[src/s2cd_pkg.sv]
// ----------------------------------------------------------------------------
// s2cd_pkg
// Shared types and constants for the epoch-seconds to calendar converter.
// ----------------------------------------------------------------------------
package s2cd_pkg;

  localparam logic [11:0] EPOCH_YEAR = 12'd1970;
  localparam logic [2:0]  EPOCH_WDAY = 3'd4;      // 1970-01-01 was a Thursday

  // divisor select for the shared constant divider
  localparam logic [1:0] DIV_DAY  = 2'd0;
  localparam logic [1:0] DIV_HOUR = 2'd1;
  localparam logic [1:0] DIV_MIN  = 2'd2;
  localparam logic [1:0] DIV_WEEK = 2'd3;

  // reciprocals, exact over each operand range:
  //   day : (secs >> 7) * RECIP_DAY  >> 35  = secs / 86400  (25-bit operand)
  //   hour: (tod  >> 4) * RECIP_HOUR >> 21  = tod  / 3600   (13-bit operand)
  //   min : (hrem >> 2) * RECIP_MIN  >> 14  = hrem / 60     (10-bit operand)
  //   week: v           * RECIP_WEEK >> 12  = v    / 7      (9-bit operand)
  localparam logic [25:0] RECIP_DAY  = 26'd50903317;
  localparam logic [25:0] RECIP_HOUR = 26'd9321;
  localparam logic [25:0] RECIP_MIN  = 26'd1093;
  localparam logic [25:0] RECIP_WEEK = 26'd586;

  typedef struct packed {
    logic       load;        // capture a new input word
    logic       div_quo;     // quotient by reciprocal multiply
    logic       div_rem;     // remainder: operand minus quotient * divisor
    logic [1:0] div_sel;
    logic       year_step;   // subtract one year length
    logic       month_step;  // probe one month boundary
    logic       out_load;    // copy results into the output register
  } cmd_t;

  typedef struct packed {
    logic year_done;   // days left fit inside the current year
    logic month_hit;   // days left fall before the probed boundary
  } sts_t;

  function automatic logic [16:0] div_base(input logic [1:0] sel);
    logic [16:0] b;
    case (sel)
      DIV_DAY:  b = 17'd86400;
      DIV_HOUR: b = 17'd3600;
      DIV_MIN:  b = 17'd60;
      DIV_WEEK: b = 17'd7;
      default:  b = 17'd7;
    endcase
    return b;
  endfunction

  // days before month idx (idx 0..12), leap day added from March on
  function automatic logic [8:0] days_before(input logic leap, input logic [3:0] idx);
    logic [8:0] d;
    case (idx)
      4'd0:    d = 9'd0;
      4'd1:    d = 9'd31;
      4'd2:    d = 9'd59;
      4'd3:    d = 9'd90;
      4'd4:    d = 9'd120;
      4'd5:    d = 9'd151;
      4'd6:    d = 9'd181;
      4'd7:    d = 9'd212;
      4'd8:    d = 9'd243;
      4'd9:    d = 9'd273;
      4'd10:   d = 9'd304;
      4'd11:   d = 9'd334;
      4'd12:   d = 9'd365;
      default: d = 9'd365;
    endcase
    if (leap && (idx >= 4'd2)) begin
      d = d + 9'd1;
    end
    return d;
  endfunction

endpackage

[src/seconds_to_calendar_date.sv]
// ----------------------------------------------------------------------------
// seconds_to_calendar_date
// Unix epoch seconds to Gregorian date, time of day and weekday.
// ----------------------------------------------------------------------------
// Takes one 32-bit word of seconds since 1970-01-01 00:00:00 and returns one
// word with year (1970..2106), month, day of month, hour, minute, second and
// weekday (0 = Sunday). One word is in flight at a time; in_ready is high only
// while the sequencer is idle. Conversion takes longer for later years and
// months, plus any wait for the output register to free up; the next word
// can be accepted the cycle after the result loads. The year walk subtracts
// one year length per cycle and the month probe checks one table boundary
// per cycle; the rest is a shared constant divider that does each division
// as a reciprocal multiply for the quotient, then a multiply-subtract for
// the remainder, for days, hours, minutes and the weekday modulo 7. The
// finished word sits in an output register, so it may wait on out_ready
// while the next input word is accepted and converted.
// ----------------------------------------------------------------------------
module seconds_to_calendar_date (
  input  logic        clk,
  input  logic        rst_n,
  input  logic        in_valid,
  output logic        in_ready,
  input  logic [31:0] in_epoch_seconds,
  output logic        out_valid,
  input  logic        out_ready,
  output logic [11:0] out_year,
  output logic [3:0]  out_month,
  output logic [4:0]  out_day_of_month,
  output logic [4:0]  out_hour,
  output logic [5:0]  out_minute,
  output logic [5:0]  out_second,
  output logic [2:0]  out_weekday
);

  s2cd_pkg::cmd_t cmd;
  s2cd_pkg::sts_t sts;

  // sequencer: states, quotient/remainder phase, handshakes
  s2cd_ctrl u_ctrl (
    .clk       (clk),
    .rst_n     (rst_n),
    .in_valid  (in_valid),
    .in_ready  (in_ready),
    .out_valid (out_valid),
    .out_ready (out_ready),
    .sts       (sts),
    .cmd       (cmd)
  );

  // datapath: divider, calendar walk, output register
  s2cd_dp u_dp (
    .clk              (clk),
    .cmd              (cmd),
    .sts              (sts),
    .in_epoch_seconds (in_epoch_seconds),
    .out_year         (out_year),
    .out_month        (out_month),
    .out_day_of_month (out_day_of_month),
    .out_hour         (out_hour),
    .out_minute       (out_minute),
    .out_second       (out_second),
    .out_weekday      (out_weekday)
  );

endmodule

[src/s2cd_dp.sv]
// ----------------------------------------------------------------------------
// s2cd_dp
// Datapath: shared constant divider, year/month walk, weekday tracking,
// output word.
// ----------------------------------------------------------------------------
module s2cd_dp (
  input  logic             clk,
  input  s2cd_pkg::cmd_t   cmd,
  output s2cd_pkg::sts_t   sts,
  input  logic [31:0]      in_epoch_seconds,
  output logic [11:0]      out_year,
  output logic [3:0]       out_month,
  output logic [4:0]       out_day_of_month,
  output logic [4:0]       out_hour,
  output logic [5:0]       out_minute,
  output logic [5:0]       out_second,
  output logic [2:0]       out_weekday
);

  logic [31:0] rem_r;
  logic [15:0] quo_r;
  logic [15:0] left_r;     // whole days not yet assigned
  logic [11:0] year_r;
  logic [1:0]  m4_r;
  logic [6:0]  m100_r;
  logic [8:0]  m400_r;
  logic [2:0]  wacc_r;     // weekday of Jan 1 of year_r
  logic [3:0]  mon_r;
  logic [4:0]  mday_r;
  logic [4:0]  hour_r;
  logic [5:0]  min_r;
  logic [5:0]  sec_r;
  logic [2:0]  wday_r;

  logic [24:0] mul_a;
  logic [25:0] mul_b;
  logic [50:0] prod;
  logic [15:0] quo_nxt;
  logic [32:0] qb;
  logic [31:0] rem_nxt;
  logic        leap;
  logic [8:0]  ylen;
  logic [3:0]  wsum;
  logic [2:0]  wacc_nxt;
  logic [8:0]  bound;
  logic [8:0]  prev;

  // operand pre-shift and reciprocal per divisor
  always_comb begin
    case (cmd.div_sel)
      s2cd_pkg::DIV_DAY: begin
        mul_a = rem_r[31:7];
        mul_b = s2cd_pkg::RECIP_DAY;
      end
      s2cd_pkg::DIV_HOUR: begin
        mul_a = {12'd0, rem_r[16:4]};
        mul_b = s2cd_pkg::RECIP_HOUR;
      end
      s2cd_pkg::DIV_MIN: begin
        mul_a = {15'd0, rem_r[11:2]};
        mul_b = s2cd_pkg::RECIP_MIN;
      end
      s2cd_pkg::DIV_WEEK: begin
        mul_a = {16'd0, rem_r[8:0]};
        mul_b = s2cd_pkg::RECIP_WEEK;
      end
      default: begin
        mul_a = {16'd0, rem_r[8:0]};
        mul_b = s2cd_pkg::RECIP_WEEK;
      end
    endcase
  end

  assign prod = 51'(mul_a) * 51'(mul_b);

  always_comb begin
    case (cmd.div_sel)
      s2cd_pkg::DIV_DAY:  quo_nxt = prod[50:35];
      s2cd_pkg::DIV_HOUR: quo_nxt = {11'd0, prod[25:21]};
      s2cd_pkg::DIV_MIN:  quo_nxt = {10'd0, prod[19:14]};
      s2cd_pkg::DIV_WEEK: quo_nxt = {10'd0, prod[17:12]};
      default:            quo_nxt = {10'd0, prod[17:12]};
    endcase
  end

  // quotient never exceeds operand / divisor, so qb fits in 32 bits
  assign qb      = 33'(quo_r) * 33'(s2cd_pkg::div_base(cmd.div_sel));
  assign rem_nxt = rem_r - qb[31:0];

  assign leap = ((m4_r == 2'd0) && (m100_r != 7'd0)) || (m400_r == 9'd0);
  assign ylen = leap ? 9'd366 : 9'd365;

  // 365 = 1 mod 7, 366 = 2 mod 7
  assign wsum     = {1'b0, wacc_r} + (leap ? 4'd2 : 4'd1);
  assign wacc_nxt = (wsum >= 4'd7) ? 3'(wsum - 4'd7) : wsum[2:0];

  assign bound = s2cd_pkg::days_before(leap, mon_r);
  assign prev  = s2cd_pkg::days_before(leap, mon_r - 4'd1);

  assign sts.year_done = left_r < {7'd0, ylen};
  assign sts.month_hit = left_r < {7'd0, bound};

  always_ff @(posedge clk) begin
    if (cmd.load) begin
      rem_r  <= in_epoch_seconds;
      year_r <= s2cd_pkg::EPOCH_YEAR;
      m4_r   <= 2'd2;
      m100_r <= 7'd70;
      m400_r <= 9'd370;
      wacc_r <= s2cd_pkg::EPOCH_WDAY;
      mon_r  <= 4'd1;
    end
    if (cmd.div_quo) begin
      quo_r <= quo_nxt;
      case (cmd.div_sel)
        s2cd_pkg::DIV_DAY:  left_r <= quo_nxt;
        s2cd_pkg::DIV_HOUR: hour_r <= quo_nxt[4:0];
        s2cd_pkg::DIV_MIN:  min_r  <= quo_nxt[5:0];
        default: ;
      endcase
    end
    if (cmd.div_rem) begin
      rem_r <= rem_nxt;
      case (cmd.div_sel)
        s2cd_pkg::DIV_MIN:  sec_r  <= rem_nxt[5:0];
        s2cd_pkg::DIV_WEEK: wday_r <= rem_nxt[2:0];
        default: ;
      endcase
    end
    if (cmd.year_step) begin
      left_r <= left_r - {7'd0, ylen};
      year_r <= year_r + 12'd1;
      m4_r   <= m4_r + 2'd1;
      m100_r <= (m100_r == 7'd99) ? 7'd0 : m100_r + 7'd1;
      m400_r <= (m400_r == 9'd399) ? 9'd0 : m400_r + 9'd1;
      wacc_r <= wacc_nxt;
    end
    if (cmd.month_step) begin
      if (sts.month_hit) begin
        mday_r <= 5'(left_r - {7'd0, prev} + 16'd1);
        // day of year plus weekday of Jan 1, reduced mod 7 next
        rem_r  <= 32'(left_r) + 32'(wacc_r);
      end else begin
        mon_r <= mon_r + 4'd1;
      end
    end
    if (cmd.out_load) begin
      out_year         <= year_r;
      out_month        <= mon_r;
      out_day_of_month <= mday_r;
      out_hour         <= hour_r;
      out_minute       <= min_r;
      out_second       <= sec_r;
      out_weekday      <= wday_r;
    end
  end

endmodule

[src/s2cd_ctrl.sv]
// ----------------------------------------------------------------------------
// s2cd_ctrl
// Sequencer: steps the datapath through divide, year, month and weekday
// phases and owns both handshakes.
// ----------------------------------------------------------------------------
module s2cd_ctrl (
  input  logic             clk,
  input  logic             rst_n,
  input  logic             in_valid,
  output logic             in_ready,
  output logic             out_valid,
  input  logic             out_ready,
  input  s2cd_pkg::sts_t   sts,
  output s2cd_pkg::cmd_t   cmd
);

  localparam logic [2:0] ST_IDLE  = 3'd0;
  localparam logic [2:0] ST_DAY   = 3'd1;
  localparam logic [2:0] ST_HOUR  = 3'd2;
  localparam logic [2:0] ST_MIN   = 3'd3;
  localparam logic [2:0] ST_YEAR  = 3'd4;
  localparam logic [2:0] ST_MONTH = 3'd5;
  localparam logic [2:0] ST_WEEK  = 3'd6;
  localparam logic [2:0] ST_FIN   = 3'd7;

  logic [2:0] state_r, state_nxt;
  logic       phase_r, phase_nxt;   // 0: quotient step, 1: remainder step
  logic       ovld_r, ovld_nxt;

  assign in_ready  = (state_r == ST_IDLE);
  assign out_valid = ovld_r;

  always_comb begin
    state_nxt = state_r;
    phase_nxt = phase_r;
    ovld_nxt  = ovld_r & ~out_ready;
    cmd       = '0;
    case (state_r)
      ST_IDLE: begin
        if (in_valid) begin
          cmd.load  = 1'b1;
          state_nxt = ST_DAY;
          phase_nxt = 1'b0;
        end
      end
      ST_DAY: begin
        cmd.div_sel = s2cd_pkg::DIV_DAY;
        if (!phase_r) begin
          cmd.div_quo = 1'b1;
          phase_nxt   = 1'b1;
        end else begin
          cmd.div_rem = 1'b1;
          phase_nxt   = 1'b0;
          state_nxt   = ST_HOUR;
        end
      end
      ST_HOUR: begin
        cmd.div_sel = s2cd_pkg::DIV_HOUR;
        if (!phase_r) begin
          cmd.div_quo = 1'b1;
          phase_nxt   = 1'b1;
        end else begin
          cmd.div_rem = 1'b1;
          phase_nxt   = 1'b0;
          state_nxt   = ST_MIN;
        end
      end
      ST_MIN: begin
        cmd.div_sel = s2cd_pkg::DIV_MIN;
        if (!phase_r) begin
          cmd.div_quo = 1'b1;
          phase_nxt   = 1'b1;
        end else begin
          cmd.div_rem = 1'b1;
          phase_nxt   = 1'b0;
          state_nxt   = ST_YEAR;
        end
      end
      ST_YEAR: begin
        if (sts.year_done) begin
          state_nxt = ST_MONTH;
        end else begin
          cmd.year_step = 1'b1;
        end
      end
      ST_MONTH: begin
        cmd.month_step = 1'b1;
        if (sts.month_hit) begin
          state_nxt = ST_WEEK;
          phase_nxt = 1'b0;
        end
      end
      ST_WEEK: begin
        cmd.div_sel = s2cd_pkg::DIV_WEEK;
        if (!phase_r) begin
          cmd.div_quo = 1'b1;
          phase_nxt   = 1'b1;
        end else begin
          cmd.div_rem = 1'b1;
          phase_nxt   = 1'b0;
          state_nxt   = ST_FIN;
        end
      end
      ST_FIN: begin
        if (!ovld_r || out_ready) begin
          cmd.out_load = 1'b1;
          ovld_nxt     = 1'b1;
          state_nxt    = ST_IDLE;
        end
      end
      default: begin
        state_nxt = ST_IDLE;
      end
    endcase
  end

  always_ff @(posedge clk) begin
    if (!rst_n) begin
      state_r <= ST_IDLE;
      phase_r <= 1'b0;
      ovld_r  <= 1'b0;
    end else begin
      state_r <= state_nxt;
      phase_r <= phase_nxt;
      ovld_r  <= ovld_nxt;
    end
  end

endmodule

[config.mk]
export PLATFORM = sky130hd
export DESIGN_NAME = seconds_to_calendar_date
export DESIGN_NICKNAME = d
export VERILOG_FILES = /design/src/s2cd_pkg.sv /design/src/seconds_to_calendar_date.sv /design/src/s2cd_dp.sv /design/src/s2cd_ctrl.sv
export SDC_FILE = /design/constraint.sdc
export NUM_CORES = 2
export LEC_CHECK = 0
export ABC_AREA = 1
export BUFFER_PORTS_ARGS = -buffer_cell sky130_fd_sc_hd__buf_2
export CELL_PAD_IN_SITES_DETAIL_PLACEMENT = 0
export CELL_PAD_IN_SITES_GLOBAL_PLACEMENT = 1
export CORE_ASPECT_RATIO = 1.1
export CORE_MARGIN = 4
export CORE_UTILIZATION = 51
export CTS_CLUSTER_DIAMETER = 100
export DETAILED_ROUTE_END_ITERATION = 12
export PLACE_DENSITY_LB_ADDON = 0.1
export SLEW_MARGIN = 30
export SYNTH_ARGS = -nofsm -noshare
export SYNTH_HDL_FRONTEND = slang
export SYNTH_SLANG_ARGS = --single-unit
[constraint.sdc]
create_clock -name clk -period 10.7 [get_ports clk]
set_clock_uncertainty 0.2 [all_clocks]
set_input_delay 0.535 -clock clk [delete_from_list [all_inputs] [get_ports clk]]
set_output_delay 0.535 -clock clk [all_outputs]
set_load 0.02 [all_outputs]
==> out/summary.log <==
INFO  sta            max_clock_freq=0.103GHz
INFO  logic_synthesis ys.flop_type=edfxtp_1
INFO  logic_synthesis post_synth_inst_count=3,855
INFO  sta            timing.final.setup_violations=0
INFO  die            floorplan.initialDensity=51.5%
INFO  critical_path  critPathMostFrequentCell=inv_1
INFO  worst_hold_path whs_path_depth=3
INFO  route          first_pass_iters=5
INFO  clock_network  ctsRootBufferMaster=clkbuf_16
INFO  critical_path  arrival=9760ps
INFO  die            dieHeight=274µm
INFO  clock_network  cts_num_sinks=181
INFO  sta            remaining_max_slew_budget_at_the_tightest_pin=43.7%
INFO  route          route.vias.total=24,600
INFO  sta            final_hold_viol_count=0
INFO  critical_path  critical_path_peak_fanout=37
INFO  die            core-area=63,700µm²
INFO  route          detail_route.iter0.violations=1,557
INFO  logic_synthesis yosysUniqueCellTypes=58
INFO  clock_network  cts_max_path_buffers=2
INFO  route          vias_per_cell=5.15
INFO  clock_network  clk_latency=500ps
INFO  route          detail-route-antenna-nets=0
INFO  logic_synthesis yosysSeqAreaShare=15.0%
INFO  sta            worst_slew_pin_slew=843ps
INFO  global_route   gr-usage-all-layers=28.7%
INFO  finish         final_layout_size_suffix_gt1_share=4.90%
INFO  route          drc_errors=0
INFO  clock_network  tritoncts_clock_tree=yes
INFO  clock_network  post_cts_resize_count=0
INFO  sta            hold_ws=107ps
INFO  sta            timing.final.crit_period=9720ps
INFO  clock_network  cts_buffers=17
INFO  critical_path  r2r_end=u_dp.left_r[0]$_DFFE_PP_
INFO  critical_path  timing.critical_path.required=10,750ps
INFO  logic_synthesis syn_avg_cell_area=8.52µm²
INFO  critical_path  worst_path_largest_cell_delay=770ps
INFO  worst_hold_path min_delay_worst_endpoint=u_dp.rem_r[18]$_DFF_P_
INFO  critical_path  cp_slowest_cell=ha_2
INFO  critical_path  critical_path_source_type=flip-flop
INFO  route          wirelength=94,800µm
INFO  global_route   grt_start_max_net_pins=39
INFO  logic_synthesis ys_warn_count=0
INFO  placement      place_congestion=0.986
INFO  route          wl_per_cell=19.8µm
INFO  sta            fin_crit_sh=90.8%
INFO  clock_network  cts-hold-fix-buffers=0
INFO  placement      port-buffer-count=78
INFO  logic_synthesis synth_async_sr_flop_share=0%
INFO  die            io_pins=79
INFO  clock_network  cts.clk_slew.worst_paths=100ps
INFO  die            core.rowCount=97
INFO  logic_synthesis synth_seq_cells=181
INFO  logic_synthesis combined_area_of_all_synthesized_cells=32,800µm²
INFO  sta            drv_slew=0
INFO  die            die_w=250µm
INFO  outcome        status=completed
INFO  global_route   antenna_found_initial=0
INFO  worst_hold_path classification_of_the_worst_slack_hold_path=input port to flip-flop
INFO  critical_path  worst_setup_slack_for_register_to_register_paths=980ps
INFO  global_route   grt_pass1_vias=26,100
INFO  global_route   grt_pass1_wl=151,000µm
INFO  sta            final_tns_setup=0ps
INFO  placement      detailed_place_hpwl=82,300µm
INFO  clock_network  cts.htree.levels=4
INFO  job            maxCapViolCount=0
INFO  critical_path  worstReg2RegStart=u_ctrl.state_r[1]$_SDFFE_PN0P_
INFO  critical_path  critPathCaptureType=flip-flop
INFO  finish         finalInstanceArea=34,900µm²
INFO  finish         area.growth.synth_to_final=6.18%
INFO  clock_network  cts_post_setup_buffers_inserted=0
INFO  finish         final_core_util=54.7%
INFO  placement      place_area=34,200µm²
INFO  global_route   grt-ovfl-total=0
INFO  finish         finalNetCount=4,940
INFO  sta            rsz_0062_raised_after_global_routing=no
INFO  logic_synthesis number_of_synthesized_flops_with_an_enable_pin=131
INFO  worst_hold_path min-delay-start=in_epoch_seconds[18]
INFO  die            design.die.area=68,500µm²
INFO  critical_path  worst-setup-path-type=flip-flop to flip-flop
INFO  critical_path  worst_r2r_path_cells=35
==> how the worst max path moves through the flow <==
stage	to	start	slack (ps)
after floorplan	u_dp.left_r[9]$_DFFE_PP_	u_ctrl.state_r[1]$_SDFFE_PN0P_	2410
after global placement	u_dp.left_r[0]$_DFFE_PP_	u_ctrl.state_r[1]$_SDFFE_PN0P_	1170
after detailed placement	u_dp.left_r[0]$_DFFE_PP_	u_ctrl.state_r[1]$_SDFFE_PN0P_	1130
after CTS	u_dp.left_r[0]$_DFFE_PP_	u_ctrl.state_r[1]$_SDFFE_PN0P_	1100
after global routing	u_dp.left_r[0]$_DFFE_PP_	u_ctrl.state_r[1]$_SDFFE_PN0P_	510
final	u_dp.left_r[0]$_DFFE_PP_	u_ctrl.state_r[1]$_SDFFE_PN0P_	980
==> registers in the layout, indices dropped and copies added (netlist names), 7 cells and up, named ones only <==
signal	cells
u_dp.rem_r	32
u_dp.m400_r	9
u_dp.quo_r	16
u_dp.left_r	16
u_dp.out_year	12
u_dp.m100_r	7
u_dp.year_r	12
==> cell usage after synthesis, drive strengths merged, types with 27 or more instances <==
library cell	n	area, µm²
nand3	98	510
edfxtp	131	3930
xnor2	27	236
o21ai	165	837
nor3	29	145
inv	1054	3960
xor2	48	420
buf	27	155
nor2	274	1040
dfxtp	50	1000
fa	524	10500
ha	452	5660
nand2	629	2430
a21oi	164	828
clkbuf	31	116
==> placed cells by master (no fill, tap or decap), types with 5 or more instances in the layout <==
| cell | count |
|---|---|
| a21o_1 | 6 |
| a21oi_1 | 162 |
| a31oi_1 | 11 |
| buf_2 | 78 |
| buf_4 | 21 |
| clkbuf_16 | 17 |
| conb_1 | 15 |
| dfxtp_1 | 50 |
| edfxtp_1 | 131 |
| fa_1 | 524 |
| ha_1 | 451 |
| inv_1 | 1045 |
| inv_12 | 5 |
| inv_2 | 7 |
| nand2_1 | 611 |
| nand2_2 | 13 |
| nand2_4 | 5 |
| nand3_1 | 94 |
| nand3b_1 | 11 |
| nand4_1 | 17 |
| nor2_1 | 268 |
| nor3_1 | 29 |
| nor4_1 | 10 |
| o211ai_1 | 21 |
| o21a_1 | 12 |
| o21ai_0 | 148 |
| o21ai_1 | 14 |
| o21bai_1 | 5 |
| or2_2 | 15 |
| xnor2_1 | 27 |
| xor2_1 | 48 |
==> cell type report <==
cell class | count | area [µm²]
Multi-Input combinational cell | 2572 | 23700
Clock inverter | 15 | 206
Sequential cell | 181 | 4930
Tap cell | 841 | 1050
Timing Repair Buffer | 99 | 548
Fill cell | 6214 | 28800
Antenna cell | 1 | 2.50
Clock buffer | 17 | 425
Inverter | 1057 | 3970
==> logic make-up (layout without fill, tap and decap cells) <==
logic type      count (synthesis)  after routing  synth area share (%)
simple gates                 1098           1098                  13.9
fa+ha+maj                     976            976                  49.2
xor+xnor                       75             75                  2.00
compound gates                405            405                  6.84
flops                         181            181                  15.0
buf+inv                      1115           1188                  12.9
mux                             3              3                0.0914
other cells                     2             16                0.0229
==> critical path: cells and delay by family (launching register included) <==
kind | cells | cell delay [ps]
AO/OA/AOI/OAI | 6 | 1130
flip-flops | 1 | 360
AND/OR/NAND/NOR | 8 | 1310
buffers and inverters | 12 | 1860
adder cells (fa/ha/maj) | 9 | 4600
==> through the flow <==
step	instances	setup slack [ps]
floorplan	3868	2410
global placement	4750	1170
detailed placement	4750	1130
CTS	4782	1100
global route	4782	512
finish	4783	983
==> layer usage <==
layer	up-vias	GRT usage, %	share of wire [%]
met2	577	48.1	47
met5	-	0	0
met4	0	9.46	3.8
met1	12100	38.8	44
li1	11900	-	-
met3	118	3.98	5.1
Power is left out: the tool's default activity adds up to more than one toggle a clock period on the data nets, which glitch-free logic cannot reach.
